===== config.mk =====
export PLATFORM = sky130hd
export DESIGN_NAME = pixel_affine_forward_mapper_top
export DESIGN_NICKNAME = d
export VERILOG_FILES = /design/src/pafm_pkg.sv /design/src/pafm_cfg.sv /design/src/pafm_mult.sv /design/src/pafm_map.sv /design/src/pafm_expand.sv /design/src/pixel_affine_forward_mapper_top.sv
export SDC_FILE = /design/constraint.sdc
export NUM_CORES = 2
export LEC_CHECK = 0
export BUFFER_PORTS_ARGS = -buffer_cell sky130_fd_sc_hd__buf_4
export CAP_MARGIN = 20
export CELL_PAD_IN_SITES_DETAIL_PLACEMENT = 0
export CELL_PAD_IN_SITES_GLOBAL_PLACEMENT = 1
export CORE_MARGIN = 5
export CORE_UTILIZATION = 47
export CTS_CLUSTER_DIAMETER = 150
export CTS_CLUSTER_SIZE = 25
export DETAILED_ROUTE_END_ITERATION = 8
export PLACE_DENSITY_LB_ADDON = 0.2
export SYNTH_ARGS = -nofsm -noshare
export SYNTH_HDL_FRONTEND = slang
export SYNTH_SLANG_ARGS = --single-unit

===== constraint.sdc =====
create_clock -name clk -period 6.5 [get_ports clk]
set_input_delay 1.95 -clock clk [delete_from_list [all_inputs] [get_ports clk]]
set_output_delay 1.95 -clock clk [all_outputs]
set_load 0.02 [all_outputs]

===== src/pafm_pkg.sv =====
// ============================================================================
// pafm_pkg
// Shared types, constants and helpers for the pixel affine forward mapper.
// ============================================================================
package pafm_pkg;

    localparam int MAX_DIM   = 2048;
    localparam int MAX_SCALE = 4;

    // fixed field widths
    localparam int COORD_W = 11;
    localparam int DIM_W   = 12;
    localparam int CTR_W   = 13;
    localparam int TRIG_W  = 16;
    localparam int SCL_W   = 3;
    localparam int COLOR_W = 24;

    // datapath widths
    localparam int OFS_W  = CTR_W + 1;        // 2*src - center, signed
    localparam int PROD_W = OFS_W + TRIG_W;   // offset times trig, signed
    localparam int SUM_W  = PROD_W + 2;       // rotated sum plus center, signed
    localparam int BASE_W = 18;               // mapped base coordinate, signed
    localparam int FRAC_W = 14;               // Q2.14

    // block cells: one bit per (row, col), side is a power of two >= 4
    localparam int SIDE_BITS = (MAX_SCALE > 2) ? $clog2(MAX_SCALE) : 2;
    localparam int IDX_W     = 2 * SIDE_BITS;
    localparam int MASK_W    = 1 << IDX_W;

    // rotate pass cell order
    localparam logic [IDX_W-1:0] NB_CENTER = IDX_W'(0);
    localparam logic [IDX_W-1:0] NB_UP     = IDX_W'(1);
    localparam logic [IDX_W-1:0] NB_DOWN   = IDX_W'(2);
    localparam logic [IDX_W-1:0] NB_LEFT   = IDX_W'(3);
    localparam logic [IDX_W-1:0] NB_RIGHT  = IDX_W'(4);

    // pass selector
    localparam logic CMD_SCALE  = 1'b0;
    localparam logic CMD_ROTATE = 1'b1;

    // register map
    localparam int APB_AW = 5;
    localparam logic [2:0] REG_FRAME_WIDTH  = 3'd0;
    localparam logic [2:0] REG_FRAME_HEIGHT = 3'd1;
    localparam logic [2:0] REG_CENTER_X2    = 3'd2;
    localparam logic [2:0] REG_CENTER_Y2    = 3'd3;
    localparam logic [2:0] REG_COS_Q14      = 3'd4;
    localparam logic [2:0] REG_SIN_Q14      = 3'd5;
    localparam logic [2:0] REG_SCALE_X      = 3'd6;
    localparam logic [2:0] REG_SCALE_Y      = 3'd7;

    typedef struct packed {
        logic [DIM_W-1:0]         frame_width;
        logic [DIM_W-1:0]         frame_height;
        logic [CTR_W-1:0]         center_x2;
        logic [CTR_W-1:0]         center_y2;
        logic signed [TRIG_W-1:0] cos_q14;
        logic signed [TRIG_W-1:0] sin_q14;
        logic [SCL_W-1:0]         scale_x;
        logic [SCL_W-1:0]         scale_y;
    } cfg_t;

    typedef struct packed {
        logic               cmd;
        logic [COORD_W-1:0] src_x;
        logic [COORD_W-1:0] src_y;
        logic [COLOR_W-1:0] color;
    } src_item_t;

    // a = ox*ma, b = oy*mb, c = ox*mc, d = oy*md
    typedef struct packed {
        logic                     cmd;
        logic [COLOR_W-1:0]       color;
        logic signed [PROD_W-1:0] pa;
        logic signed [PROD_W-1:0] pb;
        logic signed [PROD_W-1:0] pc;
        logic signed [PROD_W-1:0] pd;
    } prod_t;

    typedef struct packed {
        logic               cmd;
        logic [COLOR_W-1:0] color;
        logic [COORD_W-1:0] base_x;
        logic [COORD_W-1:0] base_y;
        logic [MASK_W-1:0]  mask;
    } cells_t;

    function automatic logic [SCL_W-1:0] clamp_scale(input logic [SCL_W-1:0] v);
        logic [SCL_W-1:0] r;
        r = v;
        if (v == '0)
            r = SCL_W'(1);
        else if (int'(v) > MAX_SCALE)
            r = SCL_W'(MAX_SCALE);
        return r;
    endfunction

    function automatic logic [DIM_W-1:0] clamp_dim(input logic [DIM_W-1:0] v);
        logic [DIM_W-1:0] r;
        r = v;
        if (int'(v) > MAX_DIM)
            r = DIM_W'(MAX_DIM);
        return r;
    endfunction

endpackage


===== src/pafm_cfg.sv =====
// ============================================================================
// pafm_cfg
// APB register file holding frame, center, trig and scale settings.
// ============================================================================
module pafm_cfg
(
    input  logic                         clk,
    input  logic                         rst_n,
    input  logic                         psel,
    input  logic                         penable,
    input  logic                         pwrite,
    input  logic [pafm_pkg::APB_AW-1:0]  paddr,
    input  logic [31:0]                  pwdata,
    output logic [31:0]                  prdata,
    output logic                         pready,
    output pafm_pkg::cfg_t               cfg
);

    pafm_pkg::cfg_t cfg_reg;
    pafm_pkg::cfg_t cfg_next;
    logic [2:0]     reg_idx;
    logic           wr_en;

    assign pready  = 1'b1;
    assign reg_idx = paddr[pafm_pkg::APB_AW-1:2];
    assign wr_en   = psel && penable && pwrite;
    assign cfg     = cfg_reg;

    always_comb
    begin
        cfg_next = cfg_reg;
        if (wr_en)
        begin
            case (reg_idx)
                pafm_pkg::REG_FRAME_WIDTH:
                    cfg_next.frame_width = pwdata[pafm_pkg::DIM_W-1:0];
                pafm_pkg::REG_FRAME_HEIGHT:
                    cfg_next.frame_height = pwdata[pafm_pkg::DIM_W-1:0];
                pafm_pkg::REG_CENTER_X2:
                    cfg_next.center_x2 = pwdata[pafm_pkg::CTR_W-1:0];
                pafm_pkg::REG_CENTER_Y2:
                    cfg_next.center_y2 = pwdata[pafm_pkg::CTR_W-1:0];
                pafm_pkg::REG_COS_Q14:
                    cfg_next.cos_q14 = pwdata[pafm_pkg::TRIG_W-1:0];
                pafm_pkg::REG_SIN_Q14:
                    cfg_next.sin_q14 = pwdata[pafm_pkg::TRIG_W-1:0];
                pafm_pkg::REG_SCALE_X:
                    cfg_next.scale_x = pwdata[pafm_pkg::SCL_W-1:0];
                pafm_pkg::REG_SCALE_Y:
                    cfg_next.scale_y = pwdata[pafm_pkg::SCL_W-1:0];
                default:
                    cfg_next = cfg_reg;
            endcase
        end
    end

    always_comb
    begin
        case (reg_idx)
            pafm_pkg::REG_FRAME_WIDTH:  prdata = 32'(cfg_reg.frame_width);
            pafm_pkg::REG_FRAME_HEIGHT: prdata = 32'(cfg_reg.frame_height);
            pafm_pkg::REG_CENTER_X2:    prdata = 32'(cfg_reg.center_x2);
            pafm_pkg::REG_CENTER_Y2:    prdata = 32'(cfg_reg.center_y2);
            pafm_pkg::REG_COS_Q14:      prdata = 32'($unsigned(cfg_reg.cos_q14));
            pafm_pkg::REG_SIN_Q14:      prdata = 32'($unsigned(cfg_reg.sin_q14));
            pafm_pkg::REG_SCALE_X:      prdata = 32'(cfg_reg.scale_x);
            pafm_pkg::REG_SCALE_Y:      prdata = 32'(cfg_reg.scale_y);
            default:                    prdata = '0;
        endcase
    end

    always_ff @(posedge clk or negedge rst_n)
    begin
        if (!rst_n)
        begin
            cfg_reg.frame_width  <= pafm_pkg::DIM_W'(pafm_pkg::MAX_DIM);
            cfg_reg.frame_height <= pafm_pkg::DIM_W'(pafm_pkg::MAX_DIM);
            cfg_reg.center_x2    <= '0;
            cfg_reg.center_y2    <= '0;
            cfg_reg.cos_q14      <= pafm_pkg::TRIG_W'(16384);
            cfg_reg.sin_q14      <= '0;
            cfg_reg.scale_x      <= pafm_pkg::SCL_W'(1);
            cfg_reg.scale_y      <= pafm_pkg::SCL_W'(1);
        end
        else
        begin
            cfg_reg <= cfg_next;
        end
    end

endmodule


===== src/pafm_mult.sv =====
// ============================================================================
// pafm_mult
// Stages 1-2: offset from center, then the four signed products.
// ============================================================================
module pafm_mult
(
    input  logic                  clk,
    input  logic                  rst_n,
    input  pafm_pkg::cfg_t        cfg,
    input  logic                  in_valid,
    output logic                  in_ready,
    input  pafm_pkg::src_item_t   in_item,
    output logic                  out_valid,
    input  logic                  out_ready,
    output pafm_pkg::prod_t       out_item
);

    // stage 1
    logic                                 v1_reg;
    logic                                 v1_next;
    logic                                 s1_ready;
    logic                                 cmd1_reg;
    logic [pafm_pkg::COLOR_W-1:0]         color1_reg;
    logic signed [pafm_pkg::OFS_W-1:0]    ox_reg;
    logic signed [pafm_pkg::OFS_W-1:0]    oy_reg;
    logic signed [pafm_pkg::OFS_W-1:0]    ox_next;
    logic signed [pafm_pkg::OFS_W-1:0]    oy_next;

    // stage 2
    logic                                 v2_reg;
    logic                                 v2_next;
    logic                                 s2_ready;
    pafm_pkg::prod_t                      p2_reg;
    pafm_pkg::prod_t                      p2_next;
    logic signed [pafm_pkg::TRIG_W-1:0]   ma;
    logic signed [pafm_pkg::TRIG_W-1:0]   md;

    assign s2_ready = !v2_reg || out_ready;
    assign s1_ready = !v1_reg || s2_ready;
    assign in_ready = s1_ready;

    // 2*src - 2*center, exact in 14 signed bits
    assign ox_next = $signed({2'b00, in_item.src_x, 1'b0}) - $signed({1'b0, cfg.center_x2});
    assign oy_next = $signed({2'b00, in_item.src_y, 1'b0}) - $signed({1'b0, cfg.center_y2});

    // scale pass reuses the a and d products with the clamped scale factors
    always_comb
    begin
        if (cmd1_reg == pafm_pkg::CMD_ROTATE)
        begin
            ma = cfg.cos_q14;
            md = cfg.cos_q14;
        end
        else
        begin
            ma = $signed(pafm_pkg::TRIG_W'(pafm_pkg::clamp_scale(cfg.scale_x)));
            md = $signed(pafm_pkg::TRIG_W'(pafm_pkg::clamp_scale(cfg.scale_y)));
        end
        p2_next.cmd   = cmd1_reg;
        p2_next.color = color1_reg;
        p2_next.pa    = pafm_pkg::PROD_W'(ox_reg * ma);
        p2_next.pb    = pafm_pkg::PROD_W'(oy_reg * cfg.sin_q14);
        p2_next.pc    = pafm_pkg::PROD_W'(ox_reg * cfg.sin_q14);
        p2_next.pd    = pafm_pkg::PROD_W'(oy_reg * md);
    end

    assign v1_next = s1_ready ? in_valid : v1_reg;
    assign v2_next = s2_ready ? v1_reg : v2_reg;

    always_ff @(posedge clk or negedge rst_n)
    begin
        if (!rst_n)
        begin
            v1_reg <= 1'b0;
            v2_reg <= 1'b0;
        end
        else
        begin
            v1_reg <= v1_next;
            v2_reg <= v2_next;
        end
    end

    always_ff @(posedge clk)
    begin
        if (s1_ready && in_valid)
        begin
            cmd1_reg   <= in_item.cmd;
            color1_reg <= in_item.color;
            ox_reg     <= ox_next;
            oy_reg     <= oy_next;
        end
        if (s2_ready && v1_reg)
        begin
            p2_reg <= p2_next;
        end
    end

    assign out_valid = v2_reg;
    assign out_item  = p2_reg;

endmodule


===== src/pafm_map.sv =====
// ============================================================================
// pafm_map
// Stages 3-4: add center and round, then frame check and cell mask.
// ============================================================================
module pafm_map
(
    input  logic              clk,
    input  logic              rst_n,
    input  pafm_pkg::cfg_t    cfg,
    input  logic              in_valid,
    output logic              in_ready,
    input  pafm_pkg::prod_t   in_item,
    output logic              out_valid,
    input  logic              out_ready,
    output pafm_pkg::cells_t  out_item
);

    localparam int SIDE = 1 << pafm_pkg::SIDE_BITS;

    // stage 3
    logic                                  v3_reg;
    logic                                  v3_next;
    logic                                  s3_ready;
    logic                                  cmd3_reg;
    logic [pafm_pkg::COLOR_W-1:0]          color3_reg;
    logic signed [pafm_pkg::BASE_W-1:0]    bx_reg;
    logic signed [pafm_pkg::BASE_W-1:0]    by_reg;
    logic signed [pafm_pkg::BASE_W-1:0]    bx_next;
    logic signed [pafm_pkg::BASE_W-1:0]    by_next;
    logic signed [pafm_pkg::SUM_W-1:0]     sum_x;
    logic signed [pafm_pkg::SUM_W-1:0]     sum_y;
    logic signed [pafm_pkg::SUM_W-1:0]     cx_term;
    logic signed [pafm_pkg::SUM_W-1:0]     cy_term;

    // stage 4
    logic                                  v4_reg;
    logic                                  v4_next;
    logic                                  s4_ready;
    pafm_pkg::cells_t                      c4_reg;
    pafm_pkg::cells_t                      c4_next;
    logic [pafm_pkg::DIM_W-1:0]            wc;
    logic [pafm_pkg::DIM_W-1:0]            hc;
    logic [pafm_pkg::SCL_W-1:0]            kx;
    logic [pafm_pkg::SCL_W-1:0]            ky;
    logic                                  base_ok;
    logic [pafm_pkg::DIM_W:0]              cell_x;
    logic [pafm_pkg::DIM_W:0]              cell_y;

    assign s4_ready = !v4_reg || out_ready;
    assign s3_ready = !v3_reg || s4_ready;
    assign in_ready = s3_ready;

    // rotate: (v + center*2^14 + 2^14) >>> 15; scale: (v + center + 1) >>> 1
    always_comb
    begin
        if (in_item.cmd == pafm_pkg::CMD_ROTATE)
        begin
            cx_term = $signed({{(pafm_pkg::SUM_W - pafm_pkg::CTR_W - pafm_pkg::FRAC_W){1'b0}},
                               cfg.center_x2, {pafm_pkg::FRAC_W{1'b0}}});
            cy_term = $signed({{(pafm_pkg::SUM_W - pafm_pkg::CTR_W - pafm_pkg::FRAC_W){1'b0}},
                               cfg.center_y2, {pafm_pkg::FRAC_W{1'b0}}});
            sum_x   = pafm_pkg::SUM_W'(in_item.pa) - pafm_pkg::SUM_W'(in_item.pb)
                    + cx_term + (pafm_pkg::SUM_W'(1) <<< pafm_pkg::FRAC_W);
            sum_y   = pafm_pkg::SUM_W'(in_item.pc) + pafm_pkg::SUM_W'(in_item.pd)
                    + cy_term + (pafm_pkg::SUM_W'(1) <<< pafm_pkg::FRAC_W);
            bx_next = pafm_pkg::BASE_W'(sum_x >>> (pafm_pkg::FRAC_W + 1));
            by_next = pafm_pkg::BASE_W'(sum_y >>> (pafm_pkg::FRAC_W + 1));
        end
        else
        begin
            cx_term = $signed({{(pafm_pkg::SUM_W - pafm_pkg::CTR_W){1'b0}}, cfg.center_x2});
            cy_term = $signed({{(pafm_pkg::SUM_W - pafm_pkg::CTR_W){1'b0}}, cfg.center_y2});
            sum_x   = pafm_pkg::SUM_W'(in_item.pa) + cx_term + pafm_pkg::SUM_W'(1);
            sum_y   = pafm_pkg::SUM_W'(in_item.pd) + cy_term + pafm_pkg::SUM_W'(1);
            bx_next = pafm_pkg::BASE_W'(sum_x >>> 1);
            by_next = pafm_pkg::BASE_W'(sum_y >>> 1);
        end
    end

    assign wc = pafm_pkg::clamp_dim(cfg.frame_width);
    assign hc = pafm_pkg::clamp_dim(cfg.frame_height);
    assign kx = pafm_pkg::clamp_scale(cfg.scale_x);
    assign ky = pafm_pkg::clamp_scale(cfg.scale_y);

    assign base_ok = !bx_reg[pafm_pkg::BASE_W-1] && !by_reg[pafm_pkg::BASE_W-1]
                  && (bx_reg < $signed({{(pafm_pkg::BASE_W - pafm_pkg::DIM_W){1'b0}}, wc}))
                  && (by_reg < $signed({{(pafm_pkg::BASE_W - pafm_pkg::DIM_W){1'b0}}, hc}));

    always_comb
    begin
        c4_next.cmd    = cmd3_reg;
        c4_next.color  = color3_reg;
        c4_next.base_x = bx_reg[pafm_pkg::COORD_W-1:0];
        c4_next.base_y = by_reg[pafm_pkg::COORD_W-1:0];
        c4_next.mask   = '0;
        cell_x         = '0;
        cell_y         = '0;
        if (cmd3_reg == pafm_pkg::CMD_ROTATE)
        begin
            c4_next.mask[pafm_pkg::NB_CENTER] = 1'b1;
            if (cfg.cos_q14 != '0 && cfg.sin_q14 != '0)
            begin
                cell_x = {{(pafm_pkg::DIM_W + 1 - pafm_pkg::COORD_W){1'b0}},
                          bx_reg[pafm_pkg::COORD_W-1:0]} + 1'b1;
                cell_y = {{(pafm_pkg::DIM_W + 1 - pafm_pkg::COORD_W){1'b0}},
                          by_reg[pafm_pkg::COORD_W-1:0]} + 1'b1;
                c4_next.mask[pafm_pkg::NB_UP]    = by_reg[pafm_pkg::COORD_W-1:0] != '0;
                c4_next.mask[pafm_pkg::NB_DOWN]  = cell_y < {1'b0, hc};
                c4_next.mask[pafm_pkg::NB_LEFT]  = bx_reg[pafm_pkg::COORD_W-1:0] != '0;
                c4_next.mask[pafm_pkg::NB_RIGHT] = cell_x < {1'b0, wc};
            end
        end
        else
        begin
            for (int i = 0; i < pafm_pkg::MASK_W; i++)
            begin
                c4_next.mask[i] = ((i % SIDE) < int'(kx)) && ((i / SIDE) < int'(ky))
                    && ((int'(bx_reg[pafm_pkg::COORD_W-1:0]) + (i % SIDE)) < int'(wc))
                    && ((int'(by_reg[pafm_pkg::COORD_W-1:0]) + (i / SIDE)) < int'(hc));
            end
        end
        if (!base_ok)
            c4_next.mask = '0;
    end

    assign v3_next = s3_ready ? in_valid : v3_reg;
    assign v4_next = s4_ready ? v3_reg : v4_reg;

    always_ff @(posedge clk or negedge rst_n)
    begin
        if (!rst_n)
        begin
            v3_reg <= 1'b0;
            v4_reg <= 1'b0;
        end
        else
        begin
            v3_reg <= v3_next;
            v4_reg <= v4_next;
        end
    end

    always_ff @(posedge clk)
    begin
        if (s3_ready && in_valid)
        begin
            cmd3_reg   <= in_item.cmd;
            color3_reg <= in_item.color;
            bx_reg     <= bx_next;
            by_reg     <= by_next;
        end
        if (s4_ready && v3_reg)
        begin
            c4_reg <= c4_next;
        end
    end

    assign out_valid = v4_reg;
    assign out_item  = c4_reg;

endmodule


===== src/pafm_expand.sv =====
// ============================================================================
// pafm_expand
// Output stage: walks the cell mask, lowest cell first, one write per cycle while out_ready is high.
// ============================================================================
module pafm_expand
(
    input  logic                           clk,
    input  logic                           rst_n,
    input  logic                           in_valid,
    output logic                           in_ready,
    input  pafm_pkg::cells_t               in_item,
    output logic                           out_valid,
    input  logic                           out_ready,
    output logic [pafm_pkg::COORD_W-1:0]   dst_x,
    output logic [pafm_pkg::COORD_W-1:0]   dst_y,
    output logic [pafm_pkg::COLOR_W-1:0]   write_color,
    output logic                           last
);

    logic [pafm_pkg::MASK_W-1:0]   mask_reg;
    logic [pafm_pkg::MASK_W-1:0]   mask_next;
    logic                          cmd_reg;
    logic [pafm_pkg::COLOR_W-1:0]  color_reg;
    logic [pafm_pkg::COORD_W-1:0]  x_reg;
    logic [pafm_pkg::COORD_W-1:0]  y_reg;
    logic [pafm_pkg::MASK_W-1:0]   sel;
    logic [pafm_pkg::MASK_W-1:0]   rest;
    logic [pafm_pkg::IDX_W-1:0]    idx;

    // lowest pending cell
    assign sel  = mask_reg & (~mask_reg + 1'b1);
    assign rest = mask_reg & ~sel;

    always_comb
    begin
        idx = '0;
        for (int i = 0; i < pafm_pkg::MASK_W; i++)
        begin
            if (sel[i])
                idx = pafm_pkg::IDX_W'(i);
        end
    end

    assign out_valid = mask_reg != '0;
    assign last      = rest == '0;
    assign in_ready  = (mask_reg == '0) || (out_ready && last);

    always_comb
    begin
        dst_x = x_reg;
        dst_y = y_reg;
        if (cmd_reg == pafm_pkg::CMD_ROTATE)
        begin
            case (idx)
                pafm_pkg::NB_CENTER: ;
                pafm_pkg::NB_UP:     dst_y = y_reg - 1'b1;
                pafm_pkg::NB_DOWN:   dst_y = y_reg + 1'b1;
                pafm_pkg::NB_LEFT:   dst_x = x_reg - 1'b1;
                pafm_pkg::NB_RIGHT:  dst_x = x_reg + 1'b1;
                default: ;
            endcase
        end
        else
        begin
            dst_x = x_reg + pafm_pkg::COORD_W'(idx[pafm_pkg::SIDE_BITS-1:0]);
            dst_y = y_reg + pafm_pkg::COORD_W'(idx[pafm_pkg::IDX_W-1:pafm_pkg::SIDE_BITS]);
        end
    end

    assign write_color = color_reg;

    always_comb
    begin
        if (in_ready)
            mask_next = in_valid ? in_item.mask : '0;
        else if (out_ready)
            mask_next = rest;
        else
            mask_next = mask_reg;
    end

    always_ff @(posedge clk or negedge rst_n)
    begin
        if (!rst_n)
            mask_reg <= '0;
        else
            mask_reg <= mask_next;
    end

    always_ff @(posedge clk)
    begin
        if (in_ready && in_valid)
        begin
            cmd_reg   <= in_item.cmd;
            color_reg <= in_item.color;
            x_reg     <= in_item.base_x;
            y_reg     <= in_item.base_y;
        end
    end

endmodule


===== src/pixel_affine_forward_mapper_top.sv =====
// ============================================================================
// pixel_affine_forward_mapper_top
// Forward maps source pixels about a region center (integer scale or
// Q2.14 rotation) and streams out the destination pixel writes.
// ============================================================================
//
//  channel   dir  handshake            payload
//  --------  ---  -------------------  -------------------------------------
//  s_*       in   s_tvalid / s_tready  tdata: src_x, src_y, pixel_color
//                                      tuser: cmd (0 scale, 1 rotate)
//  m_*       out  m_tvalid / m_tready  tdata: dst_x, dst_y, write_color
//                                      tlast: final write of the source pixel
//  apb       in   psel/penable/pready  8 registers at byte address 4*index
//
//  Pipeline: five register stages (offset, multiply, round, frame check, output).
//  The output stage issues one write per cycle while m_tready is high; a pixel
//  makes N writes (scale block up to 16, rotate up to 5), a dropped pixel none.
//  The input takes one pixel per cycle while the output keeps up.
//  Reset: valid bits and config registers are cleared/preset at once, no sweep.
//  Stalls: m_tready low freezes the output stage and backs up the pipeline
//  stage by stage; s_tready drops only when every stage is full.
// ============================================================================
module pixel_affine_forward_mapper_top
(
    input  logic                           clk,
    input  logic                           rst_n,

    // source pixel stream
    input  logic                           s_tvalid,
    output logic                           s_tready,
    input  logic [47:0]                    s_tdata,   // src_x[10:0], src_y[21:11],
                                                      // pixel_color[45:22], zero pad
    input  logic                           s_tuser,   // cmd

    // destination write stream
    output logic                           m_tvalid,
    input  logic                           m_tready,
    output logic [47:0]                    m_tdata,   // dst_x[10:0], dst_y[21:11],
                                                      // write_color[45:22], zero pad
    output logic                           m_tlast,

    // configuration
    input  logic                           psel,
    input  logic                           penable,
    input  logic                           pwrite,
    input  logic [pafm_pkg::APB_AW-1:0]    paddr,
    input  logic [31:0]                    pwdata,
    output logic [31:0]                    prdata,
    output logic                           pready
);

    pafm_pkg::cfg_t                  cfg;
    pafm_pkg::src_item_t             src_item;
    pafm_pkg::prod_t                 prod_item;
    pafm_pkg::cells_t                cells_item;
    logic                            prod_valid;
    logic                            prod_ready;
    logic                            cells_valid;
    logic                            cells_ready;
    logic [pafm_pkg::COORD_W-1:0]    dst_x;
    logic [pafm_pkg::COORD_W-1:0]    dst_y;
    logic [pafm_pkg::COLOR_W-1:0]    write_color;

    // unpack the source transfer
    assign src_item.cmd   = s_tuser;
    assign src_item.src_x = s_tdata[10:0];
    assign src_item.src_y = s_tdata[21:11];
    assign src_item.color = s_tdata[45:22];

    pafm_cfg u_cfg
    (
        .clk     (clk),
        .rst_n   (rst_n),
        .psel    (psel),
        .penable (penable),
        .pwrite  (pwrite),
        .paddr   (paddr),
        .pwdata  (pwdata),
        .prdata  (prdata),
        .pready  (pready),
        .cfg     (cfg)
    );

    // offsets and products
    pafm_mult u_mult
    (
        .clk       (clk),
        .rst_n     (rst_n),
        .cfg       (cfg),
        .in_valid  (s_tvalid),
        .in_ready  (s_tready),
        .in_item   (src_item),
        .out_valid (prod_valid),
        .out_ready (prod_ready),
        .out_item  (prod_item)
    );

    // rounding, frame check, per-cell mask
    pafm_map u_map
    (
        .clk       (clk),
        .rst_n     (rst_n),
        .cfg       (cfg),
        .in_valid  (prod_valid),
        .in_ready  (prod_ready),
        .in_item   (prod_item),
        .out_valid (cells_valid),
        .out_ready (cells_ready),
        .out_item  (cells_item)
    );

    // one write per cycle out of the mask while m_tready is high
    pafm_expand u_expand
    (
        .clk         (clk),
        .rst_n       (rst_n),
        .in_valid    (cells_valid),
        .in_ready    (cells_ready),
        .in_item     (cells_item),
        .out_valid   (m_tvalid),
        .out_ready   (m_tready),
        .dst_x       (dst_x),
        .dst_y       (dst_y),
        .write_color (write_color),
        .last        (m_tlast)
    );

    assign m_tdata = {2'b00, write_color, dst_y, dst_x};

endmodule


==> flow_metrics.env <==
export IMPL_worst_slew_pin_slew_ps=990
export IMPL_crit_top_cell="fa_1"
export IMPL_die_y_um=368
export IMPL_drc=0
export IMPL_synthCells=6076
export IMPL_viasPerCell=5.40
export IMPL_drive_above_1_share=0.172
export IMPL_synth_seq_cells=477
export IMPL_worst_setup_path_end_kind="flop"
export IMPL_reg2reg_slack_ps=-90
export IMPL_hold_path_class="flop to flop"
export IMPL_start_util=0.473
export IMPL_path_cells="buf_6 -> buf_8 -> and2_4 -> buf_6 -> nand2_4 -> fa_1 -> inv_1 -> fa_1 -> fa_1 -> inv_2 -> fa_1 -> fa_1 -> inv_2 -> fa_1 -> ha_2 -> or4_4 -> o221ai_4 -> nand2_2 -> o31ai_4 -> a21boi_2 -> o41a_1 -> a211oi_2 -> a21oi_1 -> xnor2_1"
export IMPL_yosysTopAreaCell="fa_1"
export IMPL_finalWirelength_um=172000
export IMPL_fp_row_count=131
export IMPL_synth_distinct_cells=100
export IMPL_top_level_ports=177
export IMPL_slowest_stage="fa_1"
export IMPL_antenna_left=0
export IMPL_cp_start_kind="flop"
export IMPL_largest_reg_flops=145
export IMPL_maxSlewHeadroom=0.334
export IMPL_grt_max_degree=86
export IMPL_synth_top_cells_by_area="fa_1 (29%), edfxtp_1 (18%), ha_1 (12%)"
export IMPL_required_ps=6860
export IMPL_yosysWarnings=0
export IMPL_cts_made_buffers=23
export IMPL_wire_per_inst_um=20.9
export IMPL_async_reset_ff_frac=0.226
export IMPL_ys_seq_area_frac=0.228
export IMPL_detailed_place_hpwl_um=140000
export IMPL_hold_violations=0
export IMPL_io_buffers=137
export IMPL_clk_latency_ps=640
export IMPL_path_class="flop to flop"
export IMPL_postLayoutCellArea_mm2=0.0696
export IMPL_whs_ps=422
export IMPL_syn_area_per_cell_um2=9.94
export IMPL_worstPathMaxFanout=6
export IMPL_finalSetupViolations=12
export IMPL_die_area_mm2=0.136
export IMPL_die_x_um=368
export IMPL_synth_edf_count=369
export IMPL_tns_ps=-558
export IMPL_rsz0062_at_grt="yes"
export IMPL_fill_cells=11600
export IMPL_cts_tree="built"
export IMPL_grt_usage=0.252
export IMPL_critPathArrivalTime_ps=6950
export IMPL_cts_root_buf="clkbuf_16"
export IMPL_finalClockSkew_ps=49.5
export IMPL_period_minus_slack_ps=6590
export IMPL_grt_pass1_vias=45700
export IMPL_cpPeakStageDelay_ps=560
export IMPL_placed_area_mm2=0.0666
export IMPL_syn_to_final_growth_pct=15.2
export IMPL_grt_pass1_wl_um=266000
export IMPL_violations="setup timing"
export IMPL_synth_top_area_share=0.294
export IMPL_clk_pin_slew_ps=110
export IMPL_core_area_mm2=0.128
export IMPL_syn_area_mm2=0.0604
export IMPL_first_iter_violations=2908
export IMPL_cp_num_buf_inv=6
export IMPL_htreeDepth=1
export IMPL_gp_congestion=0.907
export IMPL_status="finished with violations"
export IMPL_cpLargestDelayFamily="adder cells"
export IMPL_antenna_found_initial=6
export IMPL_overflow=0
export IMPL_finalCritPeriodShare=1.01
export IMPL_slew_viol_final=0
export IMPL_fmax_mhz=152
export IMPL_max_cap_viol_count=0
export IMPL_drt_first_pass_iters=5
export IMPL_num_nets_final=8086
export IMPL_clockBufferDepth=3
export IMPL_setup_slack_ps=-92.9
export IMPL_vias=44500
export IMPL_ys_flop_type="edfxtp_1"
export IMPL_clock_sinks=477
kinds of logic after synthesis:
family | share of synthesized area
AND/OR/NAND/NOR | 0.137
other | 0.000124
AO/OA/AOI/OAI | 0.0821
buffers and inverters | 0.0798
multiplexers | 0.0187
adder cells (fa/ha/maj) | 0.410
flip-flops | 0.228
XOR/XNOR | 0.0436
through the flow:
step	instances	setup WS (ps)	utilization
2_1_floorplan	6093	-36.0	-
3_3_place_gp	8095	-681	0.521
3_5_place_dp	8096	-626	0.521
4_1_cts	8173	-191	0.533
5_1_grt	8229	-339	0.545
6_report	8230	-92.9	0.545
layout by cell type (no fill, tap or decap), types with 21 or more instances in the layout:
| master | Yosys | layout |
|---|---|---|
| fa_2 | 0 | 21 |
| xnor2_1 | 212 | 206 |
| dfrtp_1 | 103 | 96 |
| and3_1 | 147 | 138 |
| nor2b_1 | 34 | 32 |
| and2_1 | 252 | 235 |
| nand3_1 | 58 | 57 |
| o22ai_1 | 21 | 21 |
| nand4_1 | 24 | 24 |
| ha_4 | 0 | 21 |
| nand2b_1 | 66 | 66 |
| clkbuf_16 | 0 | 28 |
| a21o_1 | 95 | 95 |
| xor2_1 | 86 | 83 |
| nor3_1 | 65 | 55 |
| mux2_2 | 75 | 75 |
| a21oi_1 | 221 | 192 |
| o21bai_1 | 36 | 36 |
| nand2_1 | 749 | 716 |
| o21a_1 | 42 | 42 |
| inv_1 | 983 | 945 |
| a211oi_1 | 22 | 21 |
| buf_12 | 0 | 49 |
| fa_1 | 886 | 865 |
| buf_6 | 5 | 45 |
| ha_1 | 557 | 528 |
| a21oi_2 | 3 | 28 |
| o21ai_0 | 158 | 135 |
| buf_4 | 19 | 592 |
| edfxtp_1 | 369 | 369 |
| mux2i_1 | 24 | 24 |
| nand2_2 | 1 | 26 |
| inv_2 | 1 | 38 |
| nor2_1 | 239 | 223 |
cell type report:
class / instances / area [um2] / share of cell area
Multi-Input combinational cell: 4362 / 43100 / 0.620
Sequential cell: 477 / 13800 / 0.198
Clock inverter: 5 / 38.8 / 0.000557
Tap cell: 1662 / 2080 / 0.0299
Clock buffer: 37 / 628 / 0.00903
Inverter: 984 / 3700 / 0.0531
Antenna cell: 1 / 2.50 / 0.0000360
Timing Repair Buffer: 702 / 6220 / 0.0894
worst reg2reg max path, stage by stage, from the launching register on:
cell	delay, ps
edfxtp_1	360
buf_6	130
buf_8	140
and2_4	160
buf_6	120
nand2_4	50
fa_1	510
inv_1	50
fa_1	450
fa_1	560
inv_2	50
fa_1	470
fa_1	560
inv_2	40
fa_1	450
ha_2	190
or4_4	560
o221ai_4	180
nand2_2	110
o31ai_4	250
a21boi_2	110
o41a_1	360
a211oi_2	220
a21oi_1	110
xnor2_1	140
worst paths after layout:
check | startpoint | endpoint | depth (start not counted)
setup / recovery | u_mult.cmd1_reg | u_mult.out_item[119] | 24
hold / removal | u_mult.color1_reg[15] | u_mult.out_item[135] | 0
hold reg to reg | u_mult.color1_reg[15] | u_mult.out_item[135] | 0
max in group asynchronous | rst_n | u_cfg.cfg[18] | 2
setup reg to reg | u_mult.cmd1_reg | u_mult.out_item[119] | 24
min in group asynchronous | rst_n | u_cfg.cfg[76] | 1
cell usage after synthesis (all sizes together) (6+ instances only):
library cell	instances
o2111ai	7
nand3b	8
a22oi	10
a221oi	6
a21boi	17
o211ai	10
o22ai	21
nor4	22
mux2	75
nand4	25
xor2	86
nand2	750
and3	147
xnor2	212
a21o	95
dfrtp	103
inv	984
ha	557
nor3	67
o21a	42
buf	37
a211oi	25
a211o	10
a21oi	224
nand2b	66
o21ai	165
nor2	239
fa	886
and2	254
mux2i	24
a22o	13
o31ai	10
clkbuf	233
nor3b	6
or2	21
edfxtp	369
or3	15
nor2b	34
nand3	58
o21bai	36
a31oi	24
metal layers:
metal  track usage  vias up  share of wire  wire length (um)
met5             0        -              0                 0
met4        0.0674        0          0.033              5590
met3        0.0338      215          0.062             10700
met2         0.429     1200           0.48             82300
met1         0.342    22500           0.43             73100
li1              -    20500              -                 -
repair_timing:
action / in CTS / in global routing
hold endpoints to repair: 0 / 0
hold buffers: 0 / 0
cloned: 3 / 6
buffers inserted: 33 / 59
endpoints found under the setup margin: 35 / 45
pin swaps: 78 / 153
gates resized for setup: 159 / 244
Power is not shown: default switching activity piles up to over one toggle a cycle in this logic, so the estimate is an artifact.
